--- src/design/tif_pkg.sv ---
// Shared constants and types of the telnet IAC filter.
package tif_pkg;

    localparam logic [7:0] BYTE_IAC  = 8'hff;
    localparam logic [7:0] CMD_WILL  = 8'hfb;
    localparam logic [7:0] CMD_WONT  = 8'hfc;
    localparam logic [7:0] CMD_DO    = 8'hfd;
    localparam logic [7:0] CMD_DONT  = 8'hfe;
    localparam logic [7:0] BYTE_CR   = 8'd13;
    localparam logic [7:0] BYTE_LF   = 8'd10;
    localparam logic [7:0] BYTE_NUL  = 8'd0;
    localparam logic [7:0] OPT_SGA   = 8'd3;
    localparam logic [7:0] OPT_ECHO  = 8'd1;

    localparam int QUEUE_DEPTH = 4;
    localparam int QUEUE_AW    = $clog2(QUEUE_DEPTH);

    typedef struct packed {
        logic       reply;
        logic [7:0] cmd;
        logic [7:0] data;
    } t_action;

endpackage

--- src/design/tif_front.sv ---
// Front parser: accepts network bytes and turns them into queued actions.
module tif_front import tif_pkg::*; (
    input  logic       i_clk,
    input  logic       i_rst_n,
    input  logic       i_valid,
    input  logic [7:0] i_rx_byte,
    output logic       o_stall,
    input  logic       i_queue_full,
    output logic       o_push,
    output t_action    o_action
);

    localparam logic [1:0] MODE_NORMAL   = 2'd0;
    localparam logic [1:0] MODE_CMD      = 2'd1;
    localparam logic [1:0] MODE_OPT      = 2'd2;
    localparam logic [1:0] MODE_AFTER_CR = 2'd3;

    logic [1:0] r_mode;
    logic [1:0] n_mode;
    logic [7:0] r_pend;
    logic [7:0] n_pend;
    logic       accept;
    logic       want_push;

    assign o_stall = i_queue_full;
    assign accept  = i_valid && !i_queue_full;
    assign o_push  = accept && want_push;

    always_comb begin
        n_mode    = r_mode;
        n_pend    = r_pend;
        want_push = 1'b0;
        o_action  = '{reply: 1'b0, cmd: CMD_WILL, data: i_rx_byte};
        case (r_mode)
            MODE_CMD: begin
                n_pend = i_rx_byte;
                n_mode = MODE_OPT;
            end
            MODE_OPT: begin
                n_mode = MODE_NORMAL;
                if ((r_pend == CMD_WILL || r_pend == CMD_DO) && i_rx_byte != OPT_SGA) begin
                    want_push = 1'b1;
                    o_action  = '{reply: 1'b1, cmd: CMD_DONT, data: i_rx_byte};
                end else if ((r_pend == CMD_WONT || r_pend == CMD_DONT)
                             && i_rx_byte == OPT_ECHO) begin
                    want_push = 1'b1;
                    o_action  = '{reply: 1'b1, cmd: CMD_WILL, data: OPT_ECHO};
                end
            end
            default: begin
                if (r_mode == MODE_AFTER_CR
                    && (i_rx_byte == BYTE_LF || i_rx_byte == BYTE_NUL)) begin
                    n_mode = MODE_NORMAL;
                end else if (i_rx_byte == BYTE_IAC) begin
                    n_mode = MODE_CMD;
                end else begin
                    n_mode    = (i_rx_byte == BYTE_CR) ? MODE_AFTER_CR : MODE_NORMAL;
                    want_push = 1'b1;
                end
            end
        endcase
    end

    always_ff @(posedge i_clk) begin
        if (!i_rst_n) begin
            r_mode <= MODE_NORMAL;
            r_pend <= 8'd0;
        end else if (accept) begin
            r_mode <= n_mode;
            r_pend <= n_pend;
        end
    end

endmodule

--- src/design/tif_queue.sv ---
// Short action queue between the parser and the output sequencer.
module tif_queue import tif_pkg::*; (
    input  logic    i_clk,
    input  logic    i_rst_n,
    input  logic    i_push,
    input  t_action i_action,
    output logic    o_full,
    input  logic    i_pop,
    output logic    o_valid,
    output t_action o_action
);

    t_action                r_mem [QUEUE_DEPTH];
    logic [QUEUE_AW-1:0]    r_wr;
    logic [QUEUE_AW-1:0]    r_rd;
    logic [QUEUE_AW:0]      r_count;
    logic                   do_pop;

    assign o_full   = (r_count == QUEUE_AW'(0) + (QUEUE_AW+1)'(QUEUE_DEPTH));
    assign o_valid  = (r_count != '0);
    assign o_action = r_mem[r_rd];
    assign do_pop   = i_pop && o_valid;

    always_ff @(posedge i_clk) begin
        if (i_push) begin
            r_mem[r_wr] <= i_action;
        end
    end

    always_ff @(posedge i_clk) begin
        if (!i_rst_n) begin
            r_wr    <= '0;
            r_rd    <= '0;
            r_count <= '0;
        end else begin
            if (i_push) begin
                r_wr <= r_wr + QUEUE_AW'(1);
            end
            if (do_pop) begin
                r_rd <= r_rd + QUEUE_AW'(1);
            end
            if (i_push && !do_pop) begin
                r_count <= r_count + (QUEUE_AW+1)'(1);
            end else if (!i_push && do_pop) begin
                r_count <= r_count - (QUEUE_AW+1)'(1);
            end
        end
    end

endmodule

--- src/design/tif_back.sv ---
// Output sequencer: expands queued actions into result items.
module tif_back import tif_pkg::*; (
    input  logic       i_clk,
    input  logic       i_rst_n,
    input  logic       i_q_valid,
    input  t_action    i_action,
    output logic       o_pop,
    input  logic       i_stall,
    output logic       o_valid,
    output logic       o_dest,
    output logic [7:0] o_out_byte,
    output logic       o_last
);

    logic [1:0] r_step;
    logic       r_valid;
    logic       r_dest;
    logic [7:0] r_byte;
    logic       r_last;
    logic       load;
    logic [7:0] w_byte;
    logic       w_last;

    assign load  = i_q_valid && (!r_valid || !i_stall);
    assign o_pop = load && w_last;

    always_comb begin
        w_byte = i_action.data;
        w_last = 1'b1;
        if (i_action.reply) begin
            case (r_step)
                2'd0: begin
                    w_byte = BYTE_IAC;
                    w_last = 1'b0;
                end
                2'd1: begin
                    w_byte = i_action.cmd;
                    w_last = 1'b0;
                end
                default: begin
                    w_byte = i_action.data;
                    w_last = 1'b1;
                end
            endcase
        end
    end

    always_ff @(posedge i_clk) begin
        if (!i_rst_n) begin
            r_valid <= 1'b0;
            r_step  <= 2'd0;
        end else begin
            if (load) begin
                r_valid <= 1'b1;
                r_step  <= w_last ? 2'd0 : r_step + 2'd1;
            end else if (!i_stall) begin
                r_valid <= 1'b0;
            end
        end
    end

    always_ff @(posedge i_clk) begin
        if (load) begin
            r_dest <= i_action.reply;
            r_byte <= w_byte;
            r_last <= w_last;
        end
    end

    assign o_valid    = r_valid;
    assign o_dest     = r_dest;
    assign o_out_byte = r_byte;
    assign o_last     = r_last;

endmodule

--- src/design/telnet_iac_filter.sv ---
// Top level of the receive-side telnet IAC filter.
//
//   channel   direction  handshake            payload
//   input     in         i_valid / o_stall    i_rx_byte
//   output    out        o_valid / i_stall    o_dest, o_out_byte, o_last
//
// One byte is accepted per cycle while the action queue has room.
// A plain byte passes through the action queue and the output register; a reply
// becomes three output bytes in the output sequencer; the four-entry queue absorbs it.
// Synchronous active-low reset returns the parser to normal mode and empties the queue.
// Output stalls back up into the queue and then stall the input.
module telnet_iac_filter import tif_pkg::*; (
    input  logic       i_clk,
    input  logic       i_rst_n,
    input  logic       i_valid,
    input  logic [7:0] i_rx_byte,
    output logic       o_stall,
    output logic       o_valid,
    output logic       o_dest,
    output logic [7:0] o_out_byte,
    output logic       o_last,
    input  logic       i_stall
);

    logic    push;
    logic    full;
    logic    pop;
    logic    q_valid;
    t_action push_action;
    t_action head_action;

    tif_front u_front (
        .i_clk        (i_clk),
        .i_rst_n      (i_rst_n),
        .i_valid      (i_valid),
        .i_rx_byte    (i_rx_byte),
        .o_stall      (o_stall),
        .i_queue_full (full),
        .o_push       (push),
        .o_action     (push_action)
    );

    tif_queue u_queue (
        .i_clk    (i_clk),
        .i_rst_n  (i_rst_n),
        .i_push   (push),
        .i_action (push_action),
        .o_full   (full),
        .i_pop    (pop),
        .o_valid  (q_valid),
        .o_action (head_action)
    );

    tif_back u_back (
        .i_clk      (i_clk),
        .i_rst_n    (i_rst_n),
        .i_q_valid  (q_valid),
        .i_action   (head_action),
        .o_pop      (pop),
        .i_stall    (i_stall),
        .o_valid    (o_valid),
        .o_dest     (o_dest),
        .o_out_byte (o_out_byte),
        .o_last     (o_last)
    );

endmodule
--- config.mk ---
export PLATFORM = sky130hd
export DESIGN_NAME = telnet_iac_filter
export DESIGN_NICKNAME = d
export VERILOG_FILES = /design/src/design/tif_pkg.sv /design/src/design/tif_front.sv /design/src/design/tif_queue.sv /design/src/design/tif_back.sv /design/src/design/telnet_iac_filter.sv
export SDC_FILE = /design/constraint.sdc
export NUM_CORES = 1
export LEC_CHECK = 0
export ABC_AREA = 1
export BUFFER_PORTS_ARGS = -buffer_cell sky130_fd_sc_hd__clkbuf_2
export CORE_MARGIN = 3
export CORE_UTILIZATION = 60
export DETAILED_ROUTE_END_ITERATION = 10
export PLACE_DENSITY_LB_ADDON = 0.1
export SETUP_SLACK_MARGIN = 0.3
export SLEW_MARGIN = 20
export SYNTH_ARGS = -nofsm -noshare
export SYNTH_HDL_FRONTEND = slang
export SYNTH_HIERARCHICAL = 1
export SYNTH_SLANG_ARGS = --single-unit
--- constraint.sdc ---
create_clock -name i_clk -period 3 [get_ports i_clk]
set_input_delay 0.45 -clock i_clk [delete_from_list [all_inputs] [get_ports i_clk]]
set_output_delay 0.45 -clock i_clk [all_outputs]
set_load 0.005 [all_outputs]
=== After elaboration in Yosys (flattened, before gate mapping) ===
Memories as Yosys holds them, arrays and structs flattened. A register that Yosys moved wholly into a read port is not among the register bits.
Index checks and enable logic that the tools add are counted.

* Bits in registers: 30
* RAM bits: 68
* Bits of input ports: 12
* Output and inout bits: 12
* Logic and storage cells: 81
* Memories: 1

{| class="wikitable"
|+ Memories
! memory !! words !! width !! read ports !! clocked after memory_dff !! wr ports !! RTL line !! RTL
|-
| u_queue.r_mem || 4 || 17 || 1 || 1 || 1 || tif_queue.sv:13 || <nowiki>t_action r_mem [QUEUE_DEPTH];</nowiki>
|}

* Add/sub/neg operators: 5
* Eq/ne operators: 15
* Mux-type cells: 25
* Reduce and logical (&&, ||, !) cells: 25

{| class="wikitable"
|+ Operator list
! cell !! count
|-
| 2-to-1 mux 17 bit || 3
|-
| equality test 8 bit (second input constant) || 5
|-
| equality test 8 x 4 -> 1 bit (second input constant) || 2
|-
| one-hot mux 8 bit (2 select lines) || 1
|-
| 2-to-1 mux 2 bit || 6
|-
| logical AND 1 bit || 10
|-
| 2-to-1 mux 1 bit || 10
|-
| equality test 8 x 1 -> 1 bit (second input constant) || 1
|-
| zero test 8 bit || 1
|-
| 2-to-1 mux 8 bit || 1
|-
| inequality test 8 x 2 -> 1 bit (second input constant) || 1
|-
| adder 2 x 1 -> 2 bit (second input constant) || 3
|-
| 2-to-1 mux 3 bit || 2
|-
| zero test 1 bit || 5
|-
| equality test 2 x 1 -> 1 bit (second input constant) || 2
|-
| equality test 2 bit (second input constant) || 2
|-
| logical OR 1 bit || 4
|-
| one-hot mux 2 bit (2 select lines) || 1
|-
| adder 3 x 1 -> 3 bit (second input constant) || 1
|-
| equality test 3 bit (second input constant) || 1
|-
| nonzero test 3 bit || 1
|-
| subtractor 3 x 1 -> 3 bit (second input constant) || 1
|-
| zero test 2 bit || 1
|-
| inequality test 2 x 1 -> 1 bit (second input constant) || 1
|-
| 4 further kinds || 4
|}

=== Depth between registers and ports, before layout ===
Gate-level depths: netlist (run 1).

* Depth in word-level cells: 11
* Depth in mapped cells: 19
* Depth with buffers taken out: 17

=== By module ===
Netlist (run 1), hierarchy kept.

{| class="wikitable"
|+ Modules (own cells, without submodules)
! module !! instances !! cells each !! area each (um^2) !! sequential area each (um^2)
|-
| tif_queue || 1 || 227 || 3046.7 || 2222.1
|-
| tif_front || 1 || 118 || 749.5 || 200.2
|-
| tif_back || 1 || 69 || 669.4 || 360.3
|}

=== Worst setup path before layout (run 1) ===
No wires, ideal clock.

* Path type: reg-to-reg
* Start: register with a tool-made name
* End: register u_queue.r_count[2]
* Setup time: 0.113 ns
* Arrival: 2.175 ns
* Required time: 2.887 ns
* Setup slack: 0.712 ns
* Cell stages (with the launch flop): 20
* Buffers on the path: 3
* Clock period less this slack: 2.288 ns
* Cells stage by stage: dfxtp_1 -> buf_6 -> inv_4 -> buf_6 -> nor2_1 -> o22ai_1 -> inv_1 -> nor2_4 -> buf_6 -> nor2_1 -> nand2_2 -> ha_1 -> inv_1 -> fa_1 -> inv_1 -> nand2_1 -> nand3_1 -> nand2_1 -> nand2_1 -> nor2_1

{| class="wikitable"
|+ RTL lines
! item !! RTL line !! RTL
|-
| to (signal assigned) || tif_queue.sv:43 || <nowiki>r_count <= r_count + (QUEUE_AW+1)'(1);</nowiki>
|-
| to (signal assigned) || tif_queue.sv:45 || <nowiki>r_count <= r_count - (QUEUE_AW+1)'(1);</nowiki>
|-
| to (decl) || tif_queue.sv:16 || <nowiki>logic [QUEUE_AW:0] r_count;</nowiki>
|}

=== Worst setup path in the final report (run 1) ===
* Start: register u_queue.r_count[0]
* End: register u_queue.r_count[1]

* Cells in the longest elaborated chain, start to end: 7
* Elaborated cells between the ends (all ways): 17
* Classes of those cells: add/sub (2); eq/ne (1); mux (2); reduce/logical (12)

{| class="wikitable"
|+ Ends and longest elaborated chain
! item !! RTL line !! RTL
|-
| equality test 3 bit (*) || tif_queue.sv:19 || <nowiki>assign o_full = (r_count == QUEUE_AW'(0) + (QUEUE_AW+1)'(QUEUE_DEPTH));</nowiki>
|-
| zero test 1 bit (*) || tif_front.sv:26 || <nowiki>assign accept = i_valid && !i_queue_full;</nowiki>
|-
| logical AND 1 bit (*) || tif_front.sv:26 ||
|-
| logical AND 1 bit (*) || tif_front.sv:27 || <nowiki>assign o_push = accept && want_push;</nowiki>
|-
| via push || telnet_iac_filter.sv:25 || <nowiki>logic push;</nowiki>
|-
| zero test 1 bit || tif_queue.sv:44 || <nowiki>end else if (!i_push && do_pop) begin</nowiki>
|-
| logical AND 1 bit || tif_queue.sv:44 ||
|-
| nonzero test 2 bit (no source line) || -- ||
|}

The timed path passes the listed nets; every way through them passes the cells marked *. The select of a mux whose other input is x is not followed.
A chain may end at the register's enable or synchronous reset.

==> results by group, run 1 <==
Place
  – DP Wirelength: between 4000 and 5000 um
  – Port buffer count: 23
  – GP Congestion: approximately 0.84

Clock tree
  – Root Driver: clkbuf_8
  – Skew-Pair Late Insertion Delay: 0.35 ns
  – Clock tree sinks: 100
  – CTS max path bufs: 2
  – CTS tree: done
  – Num CTS Buffers: 9
  – Max H-tree Level: 3
  – Clock-pin slew on the worst setup and hold paths: 0.09 ns
  – Post-CTS setup buffer count: 0

Global route
  – Met3 Use GR: 0.0558
  – Initial antenna violation count: 0
  – Pin count of the biggest net entering global routing: 35
  – First-pass GRT wire length: approximately 13,000 um
  – Number of global-route vias before repair: between 2,000 and 3,000
  – Congestion Overflow GR: 0
  – Met1 usage: 0.245
  – Met2 usage: 0.323
  – Gr busiest metal: met2
  – Total GRT Usage: 0.195

Critical path
  – Reg-to-reg critical path endpoint: u_queue/r_count[1]
  – CP Capture Type: flip-flop
  – R2R cell count: 11
  – Worst r2r src: u_queue/r_count[0]
  – Crit Path Max Fanout: 9
  – Required time worst endpoint: about 3.3 ns
  – Setup CP Type: reg2reg
  – R2R setup slack: around 0.53 ns
  – Crit start category: flip-flop
  – CP arrival: around 2.7 ns

Timing
  – Final count of negative-setup-slack endpoints: 0
  – Relative slew slack: 0.597
  – Measured slew at the worst slew-check pin: between 0.6 and 0.7 ns
  – FMAX: 405 MHz
  – Max Slew Vio Count: 0
  – Clock Skews: 0.00890 ns
  – Post-layout minimum cycle time: about 2.5 ns
  – TNS Setup: 0 ns
  – RSZ-0062 raised after global routing: false
  – Hold Fails Final Rpt: 0
  – Tcrit/Tclk final: 0.822

Final layout
  – Final core utilization: 0.677
  – Share of post-route cells with drive strength above 1: 0.180
  – Final #Nets: approximately 460
  – Diode count: 0
  – P&R area growth vs syn: 6.42%

Worst hold path
  – Hold Path Depth: 1
  – Hold Path End: u_queue/r_mem[3][5]
  – Hold_sp: i_rx_byte[5]
  – Worst min-delay path category: in2reg

Yosys
  – Avg Cell Area, Syn: between 10 and 15 um^2
  – Cells after synthesis: 414
  – Asr flop ratio synth: 0
  – Post-synth cell types: 32
  – Sequential-to-total area share from yosys stat: 0.623
  – Yosys warning total: 6
  – Primary FF master, synth: edfxtp_1
  – EDFF count, synth: 78
  – Seq cells post-synth: 100
  – Synth Cell Area: between 4000 and 5000 um^2

Status
  – Status: finished clean

Die
  – Die area: between 8000 and 9000 um^2
  – Cell row count: 30
  – Num ports: 24
  – Die width: 92.3 um
  – Core box area: about 7000 um^2
  – Starting Density: 0.636
  – Die H: 92.3 um

Pwr
  – Sequential power share: 0.472
  – Comb power frac: 0.323
  – Pint: between 0.002 and 0.003 W
  – Sw frac: 0.347
  – Pleak: around 1.8 nW
  – Pwr/cell area: around 830 nW/um^2
  – Clk network pwr share: 0.206
  – Worst VDD drop: around 0.00044 V
  – Switching Power: around 0.0014 W

Detailed routing
  – Drt drc: 0
  – Vias/cell: around 5.2
  – Avg WL per Cell: about 14 um
  – DRT antenna net count: 0
  – Via count: between 2,000 and 3,000
  – DRT iter0 DRCs: between 100 and 150
  – Overall routed net length: 7690 um
  – TritonRoute pass-1 iters: 4

Job
  – MaxCap Viol Count: 0
how the worst max path moves through the flow:
stage,startpoint,endpoint
global placement,i_rx_byte[7],u_queue/r_count[1]
CTS,flip-flop,u_queue/r_count[2]
finish,u_queue/r_count[0],u_queue/r_count[1]
floorplan,flip-flop,u_queue/r_count[2]
global route,u_queue/r_count[0],u_queue/r_count[1]
detailed placement,i_rx_byte[3],u_queue/r_count[2]
sequential cells by signal, summed over array words and instances, names as in the netlist, named ones only:
signal	flops
u_queue/r_mem	68
u_back/o_out_byte	8
u_front/r_pend	8
u_queue/r_count	3
u_back/r_step	2
u_front/r_mode	2
u_queue/r_rd	2
u_queue/r_wr	2
u_back/o_dest	1
u_back/o_last	1
u_back/o_valid	1
placed cells by master, fill, tap and decap left out, types with 11 or more instances in the layout:
master	netlist	final
inv_1	40	40
edfxtp_1	78	78
nand2_1	50	50
o21ai_1	23	23
nand3_1	11	11
dfxtp_1	22	22
o22ai_1	17	17
nor2_1	57	57
clkbuf_2	0	23
a21oi_1	16	16
o21ai_0	17	17
cells in the mapped netlist, types with 2 or more instances:
cell type / instances / area [um^2]
inv_1: 40 / 150
a21oi_1: 16 / 80.1
inv_2: 7 / 26.3
nand3b_1: 2 / 15.0
edfxtp_1: 78 / 2340
o21ai_0: 17 / 85.1
o21ai_1: 23 / 115
nor2_1: 57 / 214
a21oi_2: 2 / 17.5
nand2_1: 50 / 188
nand4_1: 2 / 12.5
ha_1: 10 / 125
o21ai_2: 10 / 87.6
dfxtp_1: 22 / 440
o22ai_1: 17 / 106
nor2_2: 2 / 12.5
clkbuf_1: 8 / 30.0
nand2_2: 6 / 37.5
nand3_2: 2 / 20.0
nor2_4: 4 / 45.0
nand3_1: 11 / 55.1
buf_6: 10 / 113
buf_4: 9 / 67.6
cell type report:
class / instances / area [um^2]
clock buffers: 12 / 135
clock inverters: 4 / 50.0
fillers: 568 / 2270
inverters: 48 / 185
multi-input cells: 243 / 1300
flip-flops and latches: 100 / 2780
well taps: 96 / 120
repair buffers: 31 / 175
what timing repair did:
item	in CTS	in global routing
hold endpoints to repair	0	0
endpoints found under the setup margin	0	1
hold buffers	0	0
resized for setup	0	1
layer usage:
layer / vias up / share of wire
met4: 0 / 0.012
met5: - / 0
li1: 1414 / -
met3: 8 / 0.045
met1: 1323 / 0.45
met2: 54 / 0.50
metrics by stage:
stage / std cells / setup WS, ns / power (W) / cell area (um^2) / hold WS, ns
3_3_place_gp: 518 / 0.604 / 0.00311 / 4560 / 0.439
3_5_place_dp: 518 / 0.516 / 0.00316 / 4560 / 0.446
5_1_grt: 534 / 0.344 / 0.00421 / 4750 / 0.352
4_1_cts: 534 / 0.523 / 0.00397 / 4750 / 0.351
6_report: 534 / 0.534 / 0.00394 / 4750 / 0.373
2_1_floorplan: 419 / 0.712 / 0.00291 / 4480 / 0.423
logic make-up (layout without fill, tap and decap cells):
| logic type | after synthesis | in the layout | share of synthesized area |
|---|---|---|---|
| compound gates | 87 | 87 | 0.115 |
| xor+xnor | 1 | 1 | 0.00196 |
| fa+ha+maj | 11 | 11 | 0.0325 |
| buf+inv | 76 | 95 | 0.0891 |
| flops | 100 | 100 | 0.623 |
| other cells | 1 | 6 | 0.000840 |
| simple gates | 138 | 138 | 0.137 |
power groups by stage:
| stage | sequential, W | combinational [W] | clock [W] |
|---|---|---|---|
| after floorplan | 0.00188 | 0.00103 | 0 |
| after global placement | 0.00188 | 0.00123 | 0 |
| after detailed placement | 0.00189 | 0.00127 | 0 |
| final | 0.00186 | 0.00127 | 0.000809 |
| after global routing | 0.00188 | 0.00144 | 0.000891 |
| after CTS | 0.00186 | 0.00128 | 0.000838 |
worst max-delay path: stages, from the launching register on:
cell and delay [ns]:
dfxtp_1 0.37, nor3_1 0.53, nor2_4 0.16, inv_2 0.11
nor2_2 0.05, nand2_1 0.06, nand2_1 0.12, ha_1 0.24
inv_1 0.08, fa_1 0.40, o21ai_0 0.19, nor2_1 0.05
Note: power is estimated with default switching activity, not from simulation.
==> run 2, diff against run 1 <==
--- a/config.mk
+++ b/config.mk
@@ -8,7 +8,7 @@
 export ABC_AREA = 1
 export BUFFER_PORTS_ARGS = -buffer_cell sky130_fd_sc_hd__clkbuf_2
 export CORE_MARGIN = 3
-export CORE_UTILIZATION = 60
+export CORE_UTILIZATION = 56
 export DETAILED_ROUTE_END_ITERATION = 10
 export PLACE_DENSITY_LB_ADDON = 0.1
 export SETUP_SLACK_MARGIN = 0.3
==> constraint.sdc (replaced) <==
create_clock -name i_clk -period 1.95 [get_ports i_clk]
set_input_delay 0.2925 -clock i_clk [delete_from_list [all_inputs] [get_ports i_clk]]
set_output_delay 0.2925 -clock i_clk [all_outputs]
set_load 0.005 [all_outputs]
==> results by group, run 2 (synthesized netlist as in run 1, its figures left out) <==
Status
  – Status: complete, but fails checks (was finished clean)
  – Violated checks: negative setup slack

Timing
  – Max Slew Vio Count: 0 (unchanged)
  – Tcrit/Tclk final: 1.03 (was 0.822)
  – RSZ-0062 raised after global routing: true (was false)
  – Post-layout minimum cycle time: 2.01 ns (was 2.47 ns)
  – Hold slack: 0.244 ns (was 0.373 ns)
  – Clock Skews: 0.00817 ns (was 0.00890 ns)
  – FMAX: 499 MHz (was 405 MHz)
  – Setup ws final: -0.0559 ns (was 0.534 ns)
  – Final count of negative-setup-slack endpoints: 2 (was 0)
  – Hold Fails Final Rpt: 0 (unchanged)

Place
  – Placed Instances: 547 (was 518)
  – Dpl cell area: 4880 um^2 (was 4560 um^2)
  – DP Wirelength: 5350 um (was 4990 um)
  – GP Congestion: 0.802 (was 0.837)
  – DP Worst Slack: -0.140 ns (was 0.516 ns)
  – Port buffer count: 23 (unchanged)

Final layout
  – Most common cell after layout, fill and taps aside: edfxtp_1 (unchanged)
  – Share of post-route cells with drive strength above 1: 0.329 (was 0.180)
  – Area of the multi-input gates: 1430 um^2 (was 1300 um^2)
  – Final Instance Count excl. Fillers: 576 (was 534)
  – Diode count: 0 (unchanged)
  – Most frequent cells in the layout: 78 x edfxtp_1, 54 x nor2_1, 42 x nand2_1, 37 x buf_4, 31 x inv_1 (was 78 x edfxtp_1, 57 x nor2_1, 50 x nand2_1, 40 x inv_1)
  – Top reg by flops: u_queue/r_mem (unchanged)
  – Fin area: 5330 um^2 (was 4750 um^2)
  – Final core utilization: 0.712 (was 0.677)
  – Sequential Area: 2800 um^2 (was 2780 um^2)
  – FILL cells: 545 (was 568)
  – Max reg flops: 68 (unchanged)
  – Final #Nets: 495 (was 456)
  – P&R area growth vs syn: 19.4% (was 6.42%)

Detailed routing
  – DRT iter0 DRCs: 165 (was 101)
  – Drt drc: 0 (unchanged)
  – DRT antenna net count: 0 (unchanged)
  – Vias/cell: 5.26 (was 5.24)
  – Avg WL per Cell: 14.6 um (was 14.4 um)
  – TritonRoute pass-1 iters: 4 (unchanged)
  – Via count: 3,031 (was 2,799)
  – Overall routed net length: 8430 um (was 7690 um)

Pwr
  – Clk network pwr share: 0.193 (was 0.206)
  – Switching Power: 0.00236 W (was 0.00137 W)
  – Sw frac: 0.347 (about the same)
  – Sequential power share: 0.424 (was 0.472)
  – Pint: 0.00443 W (was 0.00257 W)
  – Pwr/cell area: 1270 nW/um^2 (was 828 nW/um^2)
  – Worst VDD drop: 0.000636 V (was 0.000435 V)
  – Pleak: 2.02 nW (was 1.78 nW)
  – Comb power frac: 0.384 (was 0.323)

Die
  – Cell row count: 31 (was 30)
  – Starting Density: 0.597 (was 0.636)
  – Core box area: 7490 um^2 (was 7020 um^2)
  – Die area: 9080 um^2 (was 8510 um^2)
  – Num ports: 24 (unchanged)
  – Die H: 95.3 um (was 92.3 um)
  – Die width: 95.3 um (was 92.3 um)

Critical path
  – R2R cell count: 14 (was 11)
  – CP arrival: 2.26 ns (was 2.72 ns)
  – Crit Path Max Fanout: 4 (was 9)
  – R2R setup slack: -0.06 ns (was 0.53 ns)
  – Reg-to-reg critical path endpoint: u_queue/r_count[2] (was u_queue/r_count[1])
  – Setup CP Type: reg2reg (unchanged)
  – Crit path capture: u_queue/r_count[2] (was u_queue/r_count[1])
  – Crit start category: flip-flop (unchanged)
  – Required time worst endpoint: 2.21 ns (was 3.25 ns)
  – Start point of the critical path: u_front/r_mode[1] (was u_queue/r_count[0])
  – CP Capture Type: flip-flop (unchanged)
  – Worst r2r src: u_front/r_mode[1] (was u_queue/r_count[0])

Clock tree
  – Max H-tree Level: 3 (unchanged)
  – Hold Buf Count CTS: 0 (unchanged)
  – Clock tree sinks: 100 (unchanged)
  – CTS max path bufs: 2 (unchanged)
  – Num CTS Buffers: 9 (unchanged)
  – CTS tree: done (unchanged)
  – Clock-pin slew on the worst setup and hold paths: 0.10 ns (was 0.09 ns)
  – Root Driver: clkbuf_8 (unchanged)
  – Skew-Pair Late Insertion Delay: 0.35 ns (about the same)

Global route
  – Initial antenna violation count: 0 (unchanged)
  – Total GRT Usage: 0.199 (was 0.195)
  – Pin count of the biggest net entering global routing: 33 (was 35)
  – Congestion Overflow GR: 0 (unchanged)
  – Number of global-route vias before repair: 2,899 (was 2,687)
  – First-pass GRT wire length: 13,400 um (was 12,600 um)

Worst hold path
  – Hold Path Depth: 3 (was 1)
  – Hold_sp: i_stall (was i_rx_byte[5])
  – Worst min-delay path category: in2reg (unchanged)

Job
  – MaxCap Viol Count: 0 (unchanged)
[run 2: cell count changes in the layout (fill, tap and decap cells not counted), moves of 4 or more]
cell | previous run | this run
buf_12 | 0 | 5
buf_4 | 8 | 37
dfxtp_1 | 22 | 16
dfxtp_2 | 0 | 4
inv_1 | 40 | 31
nand2_1 | 50 | 42
nand2_4 | 0 | 5
o21ai_0 | 17 | 12
[run 2: repair_timing]
action | in CTS | in global routing
buffers inserted | 6 | 5
gates cloned | 2 | 0
resized for setup | 19 | 28
pin swaps | 18 | 13
setup endpoints to repair | 79 | 81
[run 2: power groups by stage]
stage          combinational (W)  sequential, W  clock, W
2_1_floorplan            0.00167        0.00290         0
3_3_place_gp             0.00220        0.00290         0
3_5_place_dp             0.00224        0.00291         0
4_1_cts                  0.00241        0.00288   0.00134
5_1_grt                  0.00291        0.00291   0.00142
6_report                 0.00261        0.00288   0.00131
[run 2: cell type report]
| type | instances | share of cell area |
|---|---|---|
| flip-flops and latches | 100 | 0.524 |
| multi-input cells | 243 | 0.268 |
| repair buffers | 70 | 0.108 |
| inverters | 48 | 0.0385 |
| clock buffers | 10 | 0.0239 |
| well taps | 99 | 0.0232 |
| clock inverters | 6 | 0.0136 |
[run 2: worst min path at each step]
stage / to / slack (ns)
6_report: u_back/o_valid / 0.24
5_1_grt: u_back/o_valid / 0.25
4_1_cts: u_back/o_valid / 0.22
3_5_place_dp: u_front/r_pend[6] / 0.44
3_3_place_gp: u_front/r_pend[6] / 0.43
2_1_floorplan: u_queue/r_count[2] / 0.41
[run 2: metrics by stage]
| step | setup TNS, ns | power, W |
|---|---|---|
| after CTS | 0 | 0.00663 |
| after global routing | -3.87 | 0.00725 |
| after global placement | -0.0555 | 0.00510 |
| after floorplan | -0.368 | 0.00456 |
| after detailed placement | -0.229 | 0.00515 |
| final | -0.0589 | 0.00679 |
[run 2: worst max-delay path, cell delays in order, from the launching register on]
cell and delay, ns:
dfxtp_4 0.37, ha_1 0.17, nor3b_2 0.15, nand4_1 0.10, nand3b_1 0.14, nand2_4 0.11, ha_4 0.15, inv_4 0.04
fa_2 0.37, inv_2 0.06, nand2_2 0.04, nand3_2 0.06, nand2_1 0.05, nand2_1 0.05, nor2_1 0.04
[run 2: metal layers]
layer,global-route usage,share of wire,up-vias
li1,-,-,1495
met3,0.0324,0.048,19
met1,0.257,0.45,1441
met2,0.327,0.48,76
met4,0.0974,0.023,0
met5,0,0,-
